## src/rtl/core/thinning_subpass_3x3_assert.svh

```systemverilog
// ----------------------------------------------------------------------------
// thinning_subpass_3x3 assertion macros
// Shared concurrent assertion forms for the thinning sub-pass block.
// ----------------------------------------------------------------------------
`ifndef THINNING_SUBPASS_3X3_ASSERT_SVH
`define THINNING_SUBPASS_3X3_ASSERT_SVH

// same-cycle implication, held off during reset
`define TSP_ASSERT_NOW(lbl, clk, rst_n, ante, cons) \
    lbl: assert property (@(posedge clk) disable iff (!rst_n) (ante) |-> (cons)) \
        else $error("thinning_subpass_3x3: same-cycle check failed");

// next-cycle implication, held off during reset
`define TSP_ASSERT_NEXT(lbl, clk, rst_n, ante, cons) \
    lbl: assert property (@(posedge clk) disable iff (!rst_n) (ante) |=> (cons)) \
        else $error("thinning_subpass_3x3: next-cycle check failed");

`endif

```

## src/rtl/core/tsp_pkg.sv

```systemverilog
// ----------------------------------------------------------------------------
// tsp_pkg
// Types, constants and the thinning decision shared by the sub-pass modules.
// ----------------------------------------------------------------------------
package tsp_pkg;

    // widest row the line stores hold
    localparam int MAX_WIDTH = 1024;

    localparam int COL_W  = $clog2(MAX_WIDTH);      // column index / store address
    localparam int UW_W   = $clog2(MAX_WIDTH + 1);  // used width, holds MAX_WIDTH
    localparam int PEND_W = $clog2(MAX_WIDTH + 2);  // drain count, holds width + 1

    localparam int PIX_W       = 8;
    localparam int ROW_W       = 16;
    localparam int WIDTH_FLD_W = 11;
    localparam int CFG_DATA_W  = 16;
    localparam int CFG_IDX_W   = 2;

    localparam int MIN_DIM      = 3;
    localparam int RESET_WIDTH  = (640 > MAX_WIDTH) ? MAX_WIDTH : 640;
    localparam int RESET_HEIGHT = 480;

    localparam logic [PIX_W-1:0] FG_VALUE = 8'd255;
    localparam logic [3:0]       MIN_NB   = 4'd2;
    localparam logic [3:0]       MAX_NB   = 4'd6;

    typedef enum logic {
        CMD_PIXEL = 1'b0,
        CMD_FLUSH = 1'b1
    } t_cmd;

    typedef enum logic [CFG_IDX_W-1:0] {
        CFG_WIDTH    = 2'd0,
        CFG_HEIGHT   = 2'd1,
        CFG_SUB_PASS = 2'd2
    } t_cfg_idx;

    // per-beat control decided at accept time
    typedef struct packed {
        logic             is_flush;
        logic             produce;
        logic             thin_en;
        logic             last;
        logic             from_mem;
        logic [COL_W-1:0] addr;
    } t_item_ctl;

    function automatic logic is_fg(input logic [PIX_W-1:0] v);
        return v == FG_VALUE;
    endfunction

    // nb[0..7] = P2..P9 around the ring
    function automatic logic thin_delete(input logic [7:0] nb, input logic sel);
        logic [3:0] cnt;
        logic [3:0] steps;
        logic       a;
        logic       b;
        cnt   = '0;
        steps = '0;
        for (int i = 0; i < 8; i++) begin
            cnt = cnt + {3'b000, nb[i]};
            if (!nb[i] && nb[(i + 1) % 8]) begin
                steps = steps + 4'd1;
            end
        end
        if (!sel) begin
            a = nb[0] & nb[2] & nb[4];
            b = nb[2] & nb[4] & nb[6];
        end else begin
            a = nb[0] & nb[2] & nb[6];
            b = nb[0] & nb[4] & nb[6];
        end
        return (cnt >= MIN_NB) && (cnt <= MAX_NB) && (steps == 4'd1) && !a && !b;
    endfunction

endpackage

```

## src/rtl/core/tsp_window.sv

```systemverilog
// ----------------------------------------------------------------------------
// tsp_window
// Window stage and result register: holds the 3x3 neighborhood, makes the
// delete decision and drives the output channel.
// ----------------------------------------------------------------------------
module tsp_window (
    input  logic                          i_clk,
    input  logic                          i_rst_n,
    input  logic                          i_accept,
    input  tsp_pkg::t_item_ctl            i_ctl,
    input  logic [tsp_pkg::PIX_W-1:0]     i_pixel,
    input  logic [tsp_pkg::PIX_W-1:0]     i_top,
    input  logic [tsp_pkg::PIX_W-1:0]     i_mid,
    input  logic                          i_sel,
    input  logic                          i_out_stall,
    output logic                          o_in_stall,
    output logic                          o_up_wr_en,
    output logic [tsp_pkg::COL_W-1:0]     o_up_wr_addr,
    output logic                          o_out_valid,
    output logic [tsp_pkg::PIX_W-1:0]     o_pixel_out,
    output logic                          o_frame_last
);

    logic                      r_a_vld;
    tsp_pkg::t_item_ctl        r_a_ctl;
    logic [tsp_pkg::PIX_W-1:0] r_a_pix;
    logic [tsp_pkg::PIX_W-1:0] r_wc [6];
    logic                      r_o_vld;
    logic [tsp_pkg::PIX_W-1:0] r_o_pix;
    logic                      r_o_last;

    logic                      a_adv;
    logic [7:0]                nb;
    logic                      del;
    logic [tsp_pkg::PIX_W-1:0] res_pix;

    // hold the window stage only when its result cannot enter the output register
    assign a_adv      = r_a_vld && (!r_a_ctl.produce || !r_o_vld || !i_out_stall);
    assign o_in_stall = r_a_vld && !a_adv;

    assign o_up_wr_en   = a_adv && !r_a_ctl.is_flush;
    assign o_up_wr_addr = r_a_ctl.addr;

    always_comb begin
        nb[0] = tsp_pkg::is_fg(r_wc[3]);
        nb[1] = tsp_pkg::is_fg(i_top);
        nb[2] = tsp_pkg::is_fg(i_mid);
        nb[3] = tsp_pkg::is_fg(r_a_pix);
        nb[4] = tsp_pkg::is_fg(r_wc[5]);
        nb[5] = tsp_pkg::is_fg(r_wc[2]);
        nb[6] = tsp_pkg::is_fg(r_wc[1]);
        nb[7] = tsp_pkg::is_fg(r_wc[0]);
        del   = r_a_ctl.thin_en && tsp_pkg::is_fg(r_wc[4]) && tsp_pkg::thin_delete(nb, i_sel);
        if (r_a_ctl.from_mem) begin
            res_pix = i_mid;
        end else if (del) begin
            res_pix = '0;
        end else begin
            res_pix = r_wc[4];
        end
    end

    always_ff @(posedge i_clk) begin
        if (!i_rst_n) begin
            r_a_vld <= 1'b0;
        end else if (i_accept) begin
            r_a_vld <= 1'b1;
        end else if (a_adv) begin
            r_a_vld <= 1'b0;
        end
    end

    always_ff @(posedge i_clk) begin
        if (i_accept) begin
            r_a_ctl <= i_ctl;
            r_a_pix <= i_pixel;
        end
    end

    // advance the window by one column per pixel beat
    always_ff @(posedge i_clk) begin
        if (!i_rst_n) begin
            for (int k = 0; k < 6; k++) begin
                r_wc[k] <= '0;
            end
        end else if (a_adv && !r_a_ctl.is_flush) begin
            r_wc[0] <= r_wc[3];
            r_wc[1] <= r_wc[4];
            r_wc[2] <= r_wc[5];
            r_wc[3] <= i_top;
            r_wc[4] <= i_mid;
            r_wc[5] <= r_a_pix;
        end
    end

    always_ff @(posedge i_clk) begin
        if (!i_rst_n) begin
            r_o_vld <= 1'b0;
        end else if (a_adv && r_a_ctl.produce) begin
            r_o_vld <= 1'b1;
        end else if (!i_out_stall) begin
            r_o_vld <= 1'b0;
        end
    end

    always_ff @(posedge i_clk) begin
        if (a_adv && r_a_ctl.produce) begin
            r_o_pix  <= res_pix;
            r_o_last <= r_a_ctl.last;
        end
    end

    assign o_out_valid  = r_o_vld;
    assign o_pixel_out  = r_o_pix;
    assign o_frame_last = r_o_last;

endmodule

```

## config.mk

```make
export PLATFORM = sky130hd
export DESIGN_NAME = tsp_window
export DESIGN_NICKNAME = d
export VERILOG_FILES = /design/src/rtl/core/thinning_subpass_3x3_assert.svh /design/src/rtl/core/tsp_pkg.sv /design/src/rtl/core/tsp_window.sv
export SDC_FILE = /design/constraint.sdc
export NUM_CORES = 1
export LEC_CHECK = 0
export BUFFER_PORTS_ARGS = -buffer_cell sky130_fd_sc_hd__buf_2
export CORE_AREA = 2 2 142 103
export DETAILED_ROUTE_END_ITERATION = 10
export DIE_AREA = 0 0 144 105
export GPL_ROUTABILITY_DRIVEN = 0
export SETUP_SLACK_MARGIN = 0.15
export SYNTH_ARGS = -nofsm -noshare
export SYNTH_HDL_FRONTEND = slang
export SYNTH_SLANG_ARGS = --single-unit
```

## constraint.sdc

```tcl
create_clock -name i_clk -period 7 [get_ports i_clk]
set_clock_uncertainty 0.15 [all_clocks]
set_input_delay 0.35 -clock i_clk [delete_from_list [all_inputs] [get_ports i_clk]]
set_output_delay 0.35 -clock i_clk [all_outputs]
set_load 0.05 [all_outputs]
```

-- Word-level counts from Yosys, hierarchy flattened
Memories as Yosys holds them, arrays and structs flattened.
Cells that the tools add are included.
- bits in registers: 34
- latch bits: 0
- RAM bits: 48
- memory bits (read-only): 0
- bits of input ports: 44
- output and inout port bits: 22
- word-level logic and storage cells: 114
- memories kept: 1
- $add $sub $neg: 14
- $mul: 0
- divide/modulo/power cells: 0
- magnitude comparators: 2
- equal/unequal tests: 11
- shift operators: 0
- multiplexer cells: 26
- bitwise logic cells: 13
- reduce and logical (&&, ||, !) cells: 36
- memory list (memory ; depth ; width ; rd ports ; clocked after Yosys merged registers in ; write ports ; line ; source):
    r_wc ; 6 ; 8 ; 6 ; 0 ; 6 ; tsp_window.sv:27 ; logic [tsp_pkg::PIX_W-1:0] r_wc [6];
- operators by type and width (kind ; number):
    $eq A8 B8 Y1 const B ; 9
    $mux W8 ; 8
    $add A4 B1 Y4 const B ; 7
    $mux W4 ; 7
    $logic_and A1 B1 Y1 ; 18
    $add A4 B1 Y4 ; 4
    $logic_not A1 Y1 ; 15
    $mux W1 ; 11
    $and A1 B1 Y1 ; 7
    $or A1 B1 Y1 ; 6
    $add A3 B1 Y4 ; 1
    $eq A4 B1 Y1 const B ; 1
    $ge A4 B2 Y1 const B ; 1
    $le A4 B3 Y1 const B ; 1
    $add A2 B1 Y3 ; 1
    $add A1 B1 Y2 ; 1
    $logic_or A1 B1 Y1 ; 2
    $ne A2 B1 Y1 const B ; 1
    $reduce_bool A2 Y1 ; 1

-- Depth between registers and ports, before layout
Gate-level depths: netlist of the first run.
- word-level depth: 25
- mapped depth: 25
- depth with buffers taken out: 24

-- Worst setup path after synthesis of the first run
Ideal clock, no wire load.
- path type: input to register
- start: input i_top[6] (netlist bit)
- end: register r_o_pix (netlist bit o_pixel_out[0]), data pin
- library setup time: 272 ps
- arrival time: 4998 ps
- data required time: 6578 ps
- setup slack: 1580 ps
- stages: 24
- path buffers: 1
- cells stage by stage: nand4_1 or2_2 inv_1 ha_1 inv_1 ha_1 clkbuf_1 xnor2_1 ha_1 mux2_2 ha_1 a21o_1 o32ai_4 inv_1 ha_1 nand2_1 o21ai_1 ha_1 mux2_2 ha_1 a22oi_1 o211ai_1 a2111oi_4 a21oi_1
- cells in the longest elaborated chain, start to end: 24
- elaborated cells between the ends (all ways): 36
- those cells by class: add/sub (14); order compare (2); eq/ne (2); mux (10); reduce/logical (8)
- RTL lines (item ; line ; source):
    from (decl) ; tsp_window.sv:12 ; input logic [tsp_pkg::PIX_W-1:0] i_top,
    $eq A8 B8 Y1 (*) ; tsp_pkg.sv:50 ; return v == FG_VALUE;
    $logic_and A1 B1 Y1 ; tsp_pkg.sv:63 ; if (!nb[i] && nb[(i + 1) % 8]) begin
    $mux W1 ; tsp_pkg.sv:63 ;
    $add A4 B1 Y4 ; tsp_pkg.sv:64 ; steps = steps + 4'd1;
    $mux W4 ; tsp_pkg.sv:63 ;
    $add A4 B1 Y4 ; tsp_pkg.sv:64 ;
    $mux W4 ; tsp_pkg.sv:63 ;
    $add A4 B1 Y4 ; tsp_pkg.sv:64 ;
    [... 7 more ...] ; -- ;
    $add A4 B1 Y4 ; tsp_pkg.sv:64 ;
    $mux W4 ; tsp_pkg.sv:63 ;
    $eq A4 B1 Y1 ; tsp_pkg.sv:74 ; return (cnt >= MIN_NB) && (cnt <= MAX_NB) && (steps == 4'd1) && !a && !b;
    $logic_and A1 B1 Y1 (*) (3 in a row) ; tsp_pkg.sv:74 ;
    $logic_and A1 B1 Y1 (*) ; tsp_window.sv:53 ; del = r_a_ctl.thin_en && tsp_pkg::is_fg(r_wc[4]) && tsp_pkg::thin_delete(nb, i_sel);
    $mux W8 (*) ; tsp_window.sv:56 ; end else if (del) begin
    $mux W8 (*) ; tsp_window.sv:54 ; if (r_a_ctl.from_mem) begin
    net res_pix (one bit) ; tsp_window.sv:35 ; logic [tsp_pkg::PIX_W-1:0] res_pix;
    to (signal assigned) ; tsp_window.sv:108 ; r_o_pix <= res_pix;
    to (decl) ; tsp_window.sv:29 ; logic [tsp_pkg::PIX_W-1:0] r_o_pix;
The timed path passes the listed nets; every way through them passes the cells marked *.
A chain may end at the register's enable or synchronous reset.

==> run summary, run 1 <==
Yosys printed 0 warnings. The flow ran to the end, and the final reports show no timing, DRC or antenna violations. Launching element type of the critical path: a flip-flop. The mean instance size in the synthesized netlist is 13.35 um^2. The pin count of the biggest net entering global routing is 52, and the total of max-cap violations is 0.

For the H-tree level count, the log shows 3. Measured against its own limit, the worst slew margin works out to 22.79%. The run gives 5.77 ns as the data arrival time of the critical path.

The worst register-to-register path has a depth of 22. TritonCTS created 9 clock buffers. The final count of negative-setup-slack endpoints is 0, and the number of buffers inserted by hold repair at cts is 0.

For the final routed database, the setup TNS stands at 0 ns. The die covers 15120 um^2. The startpoint identified for the worst register-to-register timing path is r_wc[0][27]$_SDFFCE_PN0P_.

The required time of the critical path is 6.91 ns, and the overall overflow remaining after global route is 0. For the worst-skew pair, the clock arrives at the later sink with an insertion delay of 0.33 ns. In this run the tool buffered the top-level ports with 65 buffer cells. The class of the most critical hold timing path was input pin to flip-flop.

In this run the biggest area consumer among cell types represents 59.57% of the synthesized area. The tree is rooted in a sky130_fd_sc_hd__clkbuf_16. Counting instances in the post-synthesis netlist gives the leading cell types as sky130_fd_sc_hd__edfxtp_1 (80), sky130_fd_sc_hd__and3_1 (48), sky130_fd_sc_hd__inv_1 (18). The post-synthesis cell type with the largest combined area is sky130_fd_sc_hd__edfxtp_1. The area added between synthesis and finish is 18.83%, and the average routed wire per standard cell is 14.85 um.

The max-slew violation total from the final report is 0, and the detailed-router iteration count before antenna repair is 5. The deepest clock path buffer count came out at 2. For the total count of hold-check failures in the final report, the log shows 0. The floorplan step set the die width to 144 um.

Summed over all layers, the routed wires come to 8.184 mm. The areal power density over the cells was 236.1 nW/um^2. The final route contains 2597 vias. The highest attainable clock frequency is 170.7 MHz, and the initial standard-cell utilization of the core is 29.55%. The buffer count from post-CTS setup fixing was 0; the cell depth of the worst hold path was 1. The number of gates resized after CTS was 0. At the pin with the least slew margin, the transition time is 1.158 ns. Setup repair after global routing left no endpoint under its margin. For the number of nets in the final layout, the log shows 415.

The most instantiated library cell after synthesis was sky130_fd_sc_hd__edfxtp_1. TritonCTS built the clock tree. Startpoint of the lowest-slack hold path: i_ctl[10]. The clock transition at the register clock pins on the worst setup and hold paths after CTS works out to 0.06 ns. The I/O pin total came out at 66. Global routing used 11.73% of the available tracks across all layers.

The worst path in the final design needs a cycle of 5.860 ns, including I/O delays and setup. Summing the sequential cell areas from Yosys gives 60.56% of the chip area. The first routing iteration left 157 violations. The async set-or-reset flop fraction in the synthesized netlist came out at 0%. The most used flip-flop cell after synthesis was sky130_fd_sc_hd__edfxtp_1. The tools report the leakage power of the design as 2.034 nW. The run gives 4033 um^2 as the post-synth design cell area.

The worst-case IR drop observed on VDD is 116.2 uV. The synthesized design contains 82 register bits. The count of cell types in the netlist came out at 55. The tools report the end point of the most critical hold path as r_a_ctl[10]$_DFFE_PP_.

In this run the vertical extent of the chip is 105 um. Across all register-to-register paths, the minimum setup slack is 1.14 ns. In this run the core area contains 36 standard-cell rows. In the final layout, the share of cells above drive strength 1 is 28.25%.

The synthesized net count came out at 361. The tools report the first-pass GRT wire length as 13.61 mm. In the post-synthesis netlist, the biggest area contributors are sky130_fd_sc_hd__edfxtp_1 (60%), sky130_fd_sc_hd__and3_1 (7.4%), sky130_fd_sc_hd__ha_1 (3.4%), sky130_fd_sc_hd__mux2i_1 (2.5%), sky130_fd_sc_hd__buf_4 (2.0%).

The run gives 5.929 mm as the total half-perimeter wirelength after legalization and detailed placement. The critical path in this run is classified as flip-flop to flip-flop. After detailed routing, the number of remaining DRC violations is 0.

The worst flop-to-flop path endpoint is o_pixel_out[5]$_DFFE_PP_. The total core area was 13650 um^2; the vias per cell was 4.713. The count of flip-flops with a built-in enable after synthesis works out to 80. Residual antenna-violating net count after detailed routing: 0. The number of antenna violations at the first check in global routing came out at 0. Count of inserted antenna diode cells: 0. The cell count after synthesis came out at 302. Clock tree synthesis found a total of 82 sinks.

The portion of the clock cycle consumed by the worst path in the final layout was 83.71%. The endpoint type of the worst setup path is a flip-flop. Final hold analysis gives a worst-case slack of 0.03349 ns. The number of global-route vias before repair was 2632; the maximum net fanout on the critical path was 8.
## cell usage in the layout, fill, tap and decap left out, types with 3 or more instances in the layout
cell / n
sky130_fd_sc_hd__a21oi_1: 10
sky130_fd_sc_hd__and2_1: 4
sky130_fd_sc_hd__and3_1: 48
sky130_fd_sc_hd__and4_1: 4
sky130_fd_sc_hd__buf_2: 65
sky130_fd_sc_hd__clkbuf_16: 9
sky130_fd_sc_hd__edfxtp_1: 80
sky130_fd_sc_hd__fa_1: 4
sky130_fd_sc_hd__ha_1: 11
sky130_fd_sc_hd__inv_1: 18
sky130_fd_sc_hd__mux2i_1: 10
sky130_fd_sc_hd__nand2_1: 10
sky130_fd_sc_hd__nand4_1: 10
sky130_fd_sc_hd__nor2_1: 8
sky130_fd_sc_hd__o211ai_1: 3
sky130_fd_sc_hd__o21ai_0: 3
sky130_fd_sc_hd__xnor2_1: 6
## per-layer routing
layer,GRT usage (%),vias up,wire length (um)
met3,3.896,8,606
met1,16.82,1243,4138
met5,0,-,0
met4,3.361,0,68
li1,-,1247,-
met2,16.80,99,3371
## cell type report
| cell class | count | area [um^2] |
|---|---|---|
| clock inverter | 6 | 67.56 |
| timing repair buffer | 66 | 332.8 |
| fill | 1331 | 8856 |
| multi-input combinational | 177 | 1408 |
| sequential | 82 | 2442 |
| tap | 190 | 237.7 |
| inverter | 20 | 75.07 |
| clock buffer | 10 | 229.0 |
## metrics by stage
step           instance area [um^2]  utilization, %  instances  power [mW]  setup WS, ns
2_1_floorplan                  4033               -        302      0.6479         1.580
3_3_place_gp                   4496           32.94        535      0.6766         1.189
3_5_place_dp                   4496           32.94        535      0.6780         1.023
4_1_cts                        4792           35.11        551       1.148         1.181
5_1_grt                        4792           35.11        551       1.178        0.8310
6_report                       4792           35.11        551       1.131         1.140
## sequential cells by signal (all words and copies together), names as in the netlist
| signal | count |
|---|---|
| o_up_wr_addr | 10 |
| r_wc | 48 |
| o_pixel_out | 8 |
| r_a_ctl | 5 |
| o_out_valid | 1 |
| o_frame_last | 1 |
| r_a_pix | 8 |
| r_a_vld | 1 |
## worst max path at each step
stage                                    from                       end  slack, ns  depth (start not counted)
detailed placement                   i_top[6]  o_pixel_out[6]$_DFFE_PP_       1.02                         24
global placement                     i_top[6]  o_pixel_out[4]$_DFFE_PP_       1.19                         24
floorplan                            i_top[6]  o_pixel_out[0]$_DFFE_PP_       1.58                         24
global route        r_wc[0][27]$_SDFFCE_PN0P_  o_pixel_out[1]$_DFFE_PP_       0.83                         22
CTS                 r_wc[0][27]$_SDFFCE_PN0P_  o_pixel_out[5]$_DFFE_PP_       1.18                         22
finish              r_wc[0][27]$_SDFFCE_PN0P_  o_pixel_out[5]$_DFFE_PP_       1.14                         22
## power breakdown
group,switching [mW],internal [mW],total [mW]
combinational,0.0579,0.0227,0.0806
sequential,0.0134,0.573,0.586
clock,0.187,0.277,0.464
## cells by family (layout without fill, tap and decap cells)
group                    count (synthesis)  in the layout  synth area share [%]
AO/OA/AOI/OAI                           40             40                 8.378
XOR/XNOR                                 7              7                 1.520
adder cells (fa/ha/maj)                 15             15                 5.399
buffers and inverters                   43            102                 5.026
flip-flops                              82             82                 60.56
multiplexers                            13             13                 3.382
AND/OR/NAND/NOR                        102            102                 15.73
## worst max-delay path, stage by stage, from the launching register on
cell and delay [ns]:
sky130_fd_sc_hd__edfxtp_1 0.37, sky130_fd_sc_hd__nand4_1 0.14, sky130_fd_sc_hd__or2_2 0.36, sky130_fd_sc_hd__ha_1 0.26
sky130_fd_sc_hd__inv_1 0.07, sky130_fd_sc_hd__ha_1 0.31, sky130_fd_sc_hd__xnor2_1 0.17, sky130_fd_sc_hd__ha_1 0.31
sky130_fd_sc_hd__mux2_2 0.27, sky130_fd_sc_hd__ha_1 0.27, sky130_fd_sc_hd__a21o_1 0.19, sky130_fd_sc_hd__o32ai_4 0.29
sky130_fd_sc_hd__inv_1 0.08, sky130_fd_sc_hd__ha_1 0.27, sky130_fd_sc_hd__nand2_1 0.08, sky130_fd_sc_hd__o21ai_1 0.08
sky130_fd_sc_hd__ha_1 0.31, sky130_fd_sc_hd__mux2_2 0.27, sky130_fd_sc_hd__ha_1 0.27, sky130_fd_sc_hd__a22oi_1 0.16
sky130_fd_sc_hd__o211ai_1 0.15, sky130_fd_sc_hd__a2111oi_4 0.60, sky130_fd_sc_hd__a21oi_1 0.16
(Power assumes the default switching activity.)
==> run 2, diff against run 1 <==
==> constraint.sdc (replaced) <==
create_clock -name i_clk -period 5.11 [get_ports i_clk]
set_clock_uncertainty 0.15 [all_clocks]
set_input_delay 0.2555 -clock i_clk [delete_from_list [all_inputs] [get_ports i_clk]]
set_output_delay 0.2555 -clock i_clk [all_outputs]
set_load 0.05 [all_outputs]
==> run summary, run 2 (same netlist as run 1, synthesis figures left out) <==
The total met3 wirelength after detailed routing is 522 um (-14%), and the overall power after layout is 1.585 mW (+40%). The count of routing violations after the opening detailed-route iteration is 167 (+6.4%). The areal power density over the cells is 265.9 nW/um^2 (+13%).

The total negative setup slack came out at -1.009 ns (-1.009 ns). Area added between synthesis and finish: 47.81%. The flow ran to the end, but the final reports show violations. The average routed wire per standard cell works out to 14.75 um (-0.68%). The tools report the cell at the root of the clock tree as sky130_fd_sc_hd__clkbuf_16. The logs give 6.121 mm (+3.2%) for the total half-perimeter wirelength after legalization and detailed placement and 190.6 MHz (+12%) for the highest attainable clock frequency.

Buffer and inverter count on the worst path: 14 (+12). Maximum net fanout on the critical path: 8 (unchanged). The vias per cell was 4.652 (-1.3%). The global routing usage summed across all routing layers came out at 13.45% (+1.7 points).

The checks that failed: negative setup slack. For the number of rows created at floorplan, the log shows 36 (unchanged). The final critical-path required period was 5.247 ns (-0.6123 ns); the number of antenna violations at the first check in global routing was 0 (unchanged).

The highest routed metal layer was met4. The critical path's top delay family is buffers and inverters. The biggest cell delay along the critical path came out at 0.36 ns (-0.24 ns). The count of inserted antenna diode cells was 0 (unchanged); the required time of the critical path was 5.16 ns (-1.75 ns). Setup repair after global routing could not meet its margin everywhere. The cell with the biggest individual delay on the critical path was sky130_fd_sc_hd__edfxtp_1. In the layout the commonest cells are sky130_fd_sc_hd__buf_4 (95), sky130_fd_sc_hd__edfxtp_1 (80), sky130_fd_sc_hd__buf_2 (65). The worst setup timing slack at the placement stage came out at -0.3302 ns (-1.354 ns). The tools report the number of clock sinks seen by CTS as 82 (unchanged). Counting flops per register, the top entry is r_wc. The number of non-filler instances in the completed layout is 669 (+21%). The tools report the final standard cell utilization of the core as 43.67% (+8.6 points). The logs give 4801 um^2 (+6.8%) for the post-place instance area and 4 (-1) for the detailed-router iteration count before antenna repair. The tools report the residual antenna-violating net count after detailed routing as 0 (unchanged). The post-route cell area was 5961 um^2 (+24%); the maximum ir drop on the vdd rail was 147.9 uV (+27%). The run gives 0 (unchanged) as the total count of hold-check failures in the final report. The pin count of the biggest net entering global routing was 52 (unchanged); the total of max-cap violations was 0 (unchanged).

Post-detailed-routing wire length: 9.869 mm (+21%). Counting stages on the worst path, the most repeated cell is sky130_fd_sc_hd__buf_4. The floorplan die height was 105 um (unchanged); the worst-margin pin slew was 1.185 ns (+0.02673 ns). The switching power share of the total is 24.62% (+1.8 points), and the horizontal extent of the die is 144 um (unchanged).

TritonCTS built the clock tree. The tools report the I/O pin total as 66 (unchanged). The min-delay analysis places its worst path in the category input pin to flip-flop.

The data arrival time of the critical path is 5.30 ns (-0.47 ns). The launching element type of the critical path is a flip-flop. The internal power came out at 1.195 mW (+37%).

Reported net switching power: 0.3902 mW (+51%). The sequential fraction of design power was 50.7% (-1.1 points); the total die area was 15120 um^2 (unchanged). The initial standard-cell utilization of the core was 29.55% (unchanged); the amount of wire on met2 after detailed routing was 4.346 mm (+29%). The run gives 3 (unchanged) as the H-tree level count. The number of nets in the final layout is 533 (+28%). STA classifies the critical path endpoint as a flip-flop.

The number of flip-flops in the largest register works out to 48 (unchanged). The detailed-route wire length on metal 1 was 4.867 mm (+18%). The fraction of power consumed by the clock network is 40.3% (-0.7 points), and the share of layout cells above drive strength 1 is 48.02% (+20 points).

The logs give 0 (unchanged) for the post-detailed-route DRC marker count and 0.1027 ns (+0.06921 ns) for the worst-case hold slack. The worst path setup slack after routing was -0.1374 ns (-1.278 ns). The clock transition at the register clock pins on the worst setup and hold paths after CTS was 0.07 ns (about the same); the first-pass GRT wire length was 15.84 mm (+16%). The critical path class is flip-flop to flip-flop. The portion of the clock cycle consumed by the worst path in the final layout works out to 102.7% (+19 points).

The total number of vias is 3112 (+20%). For the deepest clock path buffer count, the log shows 2 (unchanged). The logs give 3153 (+20%) for the number of global-route vias before repair and 564 (+5.4%) for the total placed cells including tap cells. The max-slew violation total from the final report is 0 (unchanged), and the count of buffers from port buffering is 65 (unchanged).

The source-to-sink clock delay at the later pin of the worst-skew pair was 0.34 ns (about the same). The tools report the number of buffers inserted during clock tree synthesis as 9 (unchanged). Leaving out fill and tap cells, the most frequent cell in the layout is sky130_fd_sc_hd__buf_4. The overall overflow remaining after global route was 0 (unchanged); the total core area was 13650 um^2 (unchanged). The run gives 8 (+8) as the final count of negative-setup-slack endpoints.

Proportion of power drawn by combinational gates: 8.9% (+1.8 points). The logs give 21.00% (-1.8 points) for the relative slew slack and 2.597 nW (+28%) for the leakage power of the design.
-- run 2: cell count changes in the layout (fill, tap and decap cells not counted), moves of 3 or more --
cell and delta:
sky130_fd_sc_hd__a21oi_1 -7, sky130_fd_sc_hd__ha_1 -7, sky130_fd_sc_hd__inv_1 -3, sky130_fd_sc_hd__ha_4 +6
sky130_fd_sc_hd__a21oi_2 +7, sky130_fd_sc_hd__buf_4 +94, sky130_fd_sc_hd__dlygate4sd3_1 +23, sky130_fd_sc_hd__inv_2 +3
-- run 2: final cells by class --
class / instances / area [um^2]
Inverter: 20 / 75.07
Fill cell: 1282 / 7687
Clock buffer: 10 / 239.0
Tap cell: 190 / 237.7
Timing Repair Buffer: 184 / 1280
Sequential cell: 82 / 2442
Multi-Input combinational cell: 177 / 1629
Clock inverter: 6 / 57.56
-- run 2: layer usage --
layer | up-vias | GRT usage, %
li1 | 1481 | -
met2 | 98 | 20.58
met4 | 0 | 3.011
met1 | 1519 | 19.13
met5 | - | 0
met3 | 14 | 3.483
-- run 2: what timing repair did --
action | 4_1_cts | 5_1_grt
setup endpoints to repair | 8 | 8
gates resized for setup | 6 | 25
hold buffers | 23 | 0
setup buffers | 64 | 2
pin swaps | 9 | 12
hold endpoints to repair | 23 | 0
-- run 2: worst paths after layout --
path	end	start	slack, ns	cells after the start
max reg2reg	o_pixel_out[7]$_DFFE_PP_	r_wc[0][24]$_SDFFCE_PN0P_	-0.14	29
min reg2reg	o_frame_last$_DFFE_PP_	r_a_ctl[11]$_DFFE_PP_	0.31	0
min	r_wc[0][27]$_SDFFCE_PN0P_	i_top[3]	0.10	2
max	o_pixel_out[7]$_DFFE_PP_	r_wc[0][24]$_SDFFCE_PN0P_	-0.14	29
-- run 2: worst register-to-register path, delay by kind of cell, from the launching register on --
kind / cells / cell delay (ns)
flip-flops: 1 / 0.36
adder cells (fa/ha/maj): 5 / 1.15
AO/OA/AOI/OAI: 4 / 0.71
buffers and inverters: 14 / 1.66
XOR/XNOR: 1 / 0.12
AND/OR/NAND/NOR: 3 / 0.49
multiplexers: 2 / 0.47
-- run 2: power groups by stage --
| stage | Combinational [mW] | Sequential [mW] | Clock, mW |
|---|---|---|---|
| finish | 0.142 | 0.804 | 0.639 |
| global route | 0.153 | 0.809 | 0.681 |
| CTS | 0.139 | 0.804 | 0.653 |
| detailed placement | 0.120 | 0.818 | 0 |
| global placement | 0.119 | 0.817 | 0 |
| floorplan | 0.0687 | 0.820 | 0 |
==> run 3, diff against run 2 <==
--- a/config.mk
+++ b/config.mk
@@ -10,6 +10,7 @@
 export DETAILED_ROUTE_END_ITERATION = 10
 export DIE_AREA = 0 0 144 105
 export GPL_ROUTABILITY_DRIVEN = 0
+export PLACE_DENSITY = 0.53
 export SETUP_SLACK_MARGIN = 0.15
 export SYNTH_ARGS = -nofsm -noshare
 export SYNTH_HDL_FRONTEND = slang
==> run summary, run 3 (same netlist as run 1, synthesis figures left out) <==
The count of inserted antenna diode cells is 0 (unchanged). Setup repair after global routing could not meet its margin everywhere. The number of flip-flops in the largest register was 48 (unchanged); the areal power density over the cells was 292.5 nW/um^2 (+10%). For the initial standard-cell utilization of the core, the log shows 29.55% (unchanged).

TritonCTS built the clock tree. The cell that appears most often on the critical path is sky130_fd_sc_hd__ha_4. The worst path setup slack after routing was -0.1471 ns (-0.009640 ns). The horizontal extent of the die came out at 144 um (unchanged). Final count of negative-setup-slack endpoints: 8 (unchanged). The maximum net fanout on the critical path is 8 (unchanged).

The clock transition at the register clock pins on the worst setup and hold paths after CTS was 0.07 ns (about the same). Number of non-filler instances in the completed layout: 631 (-5.7%). The run gives 12.95% (-0.51 points) as the global routing usage summed across all routing layers. For the pin count of the biggest net entering global routing, the log shows 52 (unchanged). Number of global-route vias before repair: 2927 (-7.2%). From synthesis to final layout, the design area changed by 39.37%.

The run gives 190.2 MHz (-0.18%) as the highest attainable clock frequency. The number of antenna violations at the first check in global routing is 0 (unchanged), and the detailed-router iteration count before antenna repair is 4 (unchanged). The tools report the flop-to-flop setup slack as -0.15 ns (about the same). The largest individual stage delay along the critical path comes from the cell sky130_fd_sc_hd__edfxtp_1. Count of buffers from port buffering: 65 (unchanged). Source-to-sink clock delay at the later pin of the worst-skew pair: 0.34 ns (about the same). The worst setup path is of the flip-flop to flip-flop kind.

The tools report the max-slew violation total from the final report as 0 (unchanged). Number of clock sinks seen by CTS: 82 (unchanged). The tools report the number of nets in the final layout as 495 (-7.1%). Internal power: 1.268 mW (+6.2%).

The final critical-path required period is 5.257 ns (+0.009640 ns), and the residual antenna-violating net count after detailed routing is 0 (unchanged). The class of the most critical hold timing path is input pin to flip-flop. The fill cell total of the finished layout was 1290 (+0.62%).

For the leakage power of the design, the log shows 2.431 nW (-6.4%). The total half-perimeter wirelength after legalization and detailed placement is 6.080 mm (-0.68%). The fraction of power consumed by the clock network is 42.8% (+2.5 points), and the overall power after layout is 1.644 mW (+3.7%). The logs give 8.4% (-0.5 points) for the proportion of power drawn by combinational gates and 9.346 mm (-5.3%) for the post-detailed-routing wire length. The relative slew slack is 22.14% (+1.1 points).

The signal on the critical path passes through nand4_1 -> or2_4 -> ha_4 -> inv_2 -> ha_4 -> xnor2_2 -> ha_1 -> mux2_4 -> ha_4 -> a21o_1 -> o32ai_4 -> inv_1 -> ha_1 -> nand2_2 -> o21ai_2 -> ha_1 -> mux2_4 -> ha_4 -> a22oi_1 -> o211ai_1 -> a2111oi_4 -> buf_6 -> a21oi_1. Grouping stages by cell kind, the critical path spends the most delay in adder cells. The H-tree level count was 3 (unchanged); the total core area was 13650 um^2 (unchanged). The multi-input gate area in the final layout was 1546 um^2 (-5.1%).

Most common library cell in the layout ignoring fill and taps: sky130_fd_sc_hd__edfxtp_1. The post-detailed-route DRC marker count came out at 0 (unchanged). The deepest clock path buffer count was 2 (unchanged). First-pass GRT wire length: 15.02 mm (-5.2%). The run gives 0 (unchanged) as the overall overflow remaining after global route. The checks that failed: negative setup slack.

The I/O pin total came out at 66 (unchanged). The launching element type of the critical path was a flip-flop. The logs give 48.9% (-1.8 points) for the sequential fraction of design power and 137 (-18%) for the count of routing violations after the opening detailed-route iteration.

The number of rows created at floorplan is 36 (unchanged), and the switching power share of the total is 22.85% (-1.8 points). The top cell types in the final layout, fill and taps aside, are sky130_fd_sc_hd__edfxtp_1 (80), sky130_fd_sc_hd__buf_2 (65), sky130_fd_sc_hd__buf_4 (57). The required time of the critical path was 5.03 ns (-0.13 ns); the combined flip-flop and latch cell area was 2442 um^2 (unchanged). The maximum ir drop on the vdd rail was 157.3 uV (+6.3%). For the total die area, the log shows 15120 um^2 (unchanged).

The portion of the clock cycle consumed by the worst path in the final layout is 102.9% (+0.19 points). Register bank with the most flops: r_wc. For the total count of hold-check failures in the final report, the log shows 0 (unchanged).

The worst setup path is captured at a flip-flop. The total placed cells including tap cells is 565 (+0.18%). The share of layout cells above drive strength 1 was 40.14% (-7.9 points).

The worst-margin pin slew is 1.168 ns (-0.01706 ns). The cell at the root of the clock tree is sky130_fd_sc_hd__clkbuf_16. The reported net switching power is 0.3757 mW (-3.7%). The floorplan die height is 105 um (unchanged). Vias per cell: 4.567 (-1.8%).

The biggest cell delay along the critical path was 0.36 ns (about the same). The data arrival time of the critical path is 5.18 ns (-0.12 ns), and the average routed wire per standard cell is 14.81 um (+0.40%). The flow ran to the end, but the final reports show violations. The buffer and inverter count on the worst path is 3 (-11).

The total number of vias was 2882 (-7.4%); the total of max-cap violations was 0 (unchanged). For the number of buffers inserted during clock tree synthesis, the log shows 9 (unchanged).
==> run 3: changes by cell type in the layout (fill, tap and decap cells not counted), sizes merged <==
cell,previous run,this run
clkinv,2,1
clkbuf,10,9
clkinvlp,0,1
bufinv,0,2
buf,161,123
inv,24,23
==> run 3: what timing repair did <==
item                                   4_1_cts  5_1_grt
pin swaps                                    6        1
setup endpoints to repair                    8        8
endpoints found under the hold margin       23        0
resized for setup                            4        7
setup buffers                               26        1
hold buffers                                23        0
==> run 3: final cells by class <==
type	count	share of cell area, %
clock buffers	9	4.007
multi-input cells	177	27.52
inverters	20	1.336
flip-flops and latches	82	43.45
well taps	190	4.230
repair buffers	146	17.70
clock inverters	7	1.759
==> run 3: layer usage <==
layer,vias up,share of wire [%],track usage (%)
li1,1402,-,-
met1,1391,51,18.24
met2,76,43,18.67
met3,13,5.3,4.262
met4,0,1.4,4.272
met5,-,0,0
==> run 3: worst paths after layout <==
kind / startpoint / endpoint / cells after the start
max: r_wc[0][26]$_SDFFCE_PN0P_ / o_pixel_out[2]$_DFFE_PP_ / 23
min reg2reg: r_a_ctl[11]$_DFFE_PP_ / o_frame_last$_DFFE_PP_ / 0
min: i_top[3] / r_wc[0][27]$_SDFFCE_PN0P_ / 2
max reg2reg: r_wc[0][26]$_SDFFCE_PN0P_ / o_pixel_out[2]$_DFFE_PP_ / 23
==> run 3: power by group through the flow <==
stage / sequential [mW] / combinational (mW) / clock (mW)
6_report: 0.803 / 0.138 / 0.703
5_1_grt: 0.808 / 0.148 / 0.747
4_1_cts: 0.803 / 0.138 / 0.717
3_5_place_dp: 0.817 / 0.121 / 0
3_3_place_gp: 0.817 / 0.120 / 0
2_1_floorplan: 0.820 / 0.0687 / 0
==> run 3: stage by stage <==
stage          hold WS, ns  setup TNS (ns)  util, %  cell area, um^2  setup slack [ns]
4_1_cts            0.07402         -0.6016    40.83             5573          -0.08995
6_report           0.08412          -1.067    41.18             5620           -0.1471
3_3_place_gp        0.2523          -1.885    35.23             4808           -0.2383
2_1_floorplan       0.2044         -0.8904        -             4130           -0.1113
5_1_grt             0.1017          -2.439    41.18             5620           -0.3231
3_5_place_dp        0.2557          -2.419    35.23             4808           -0.3121
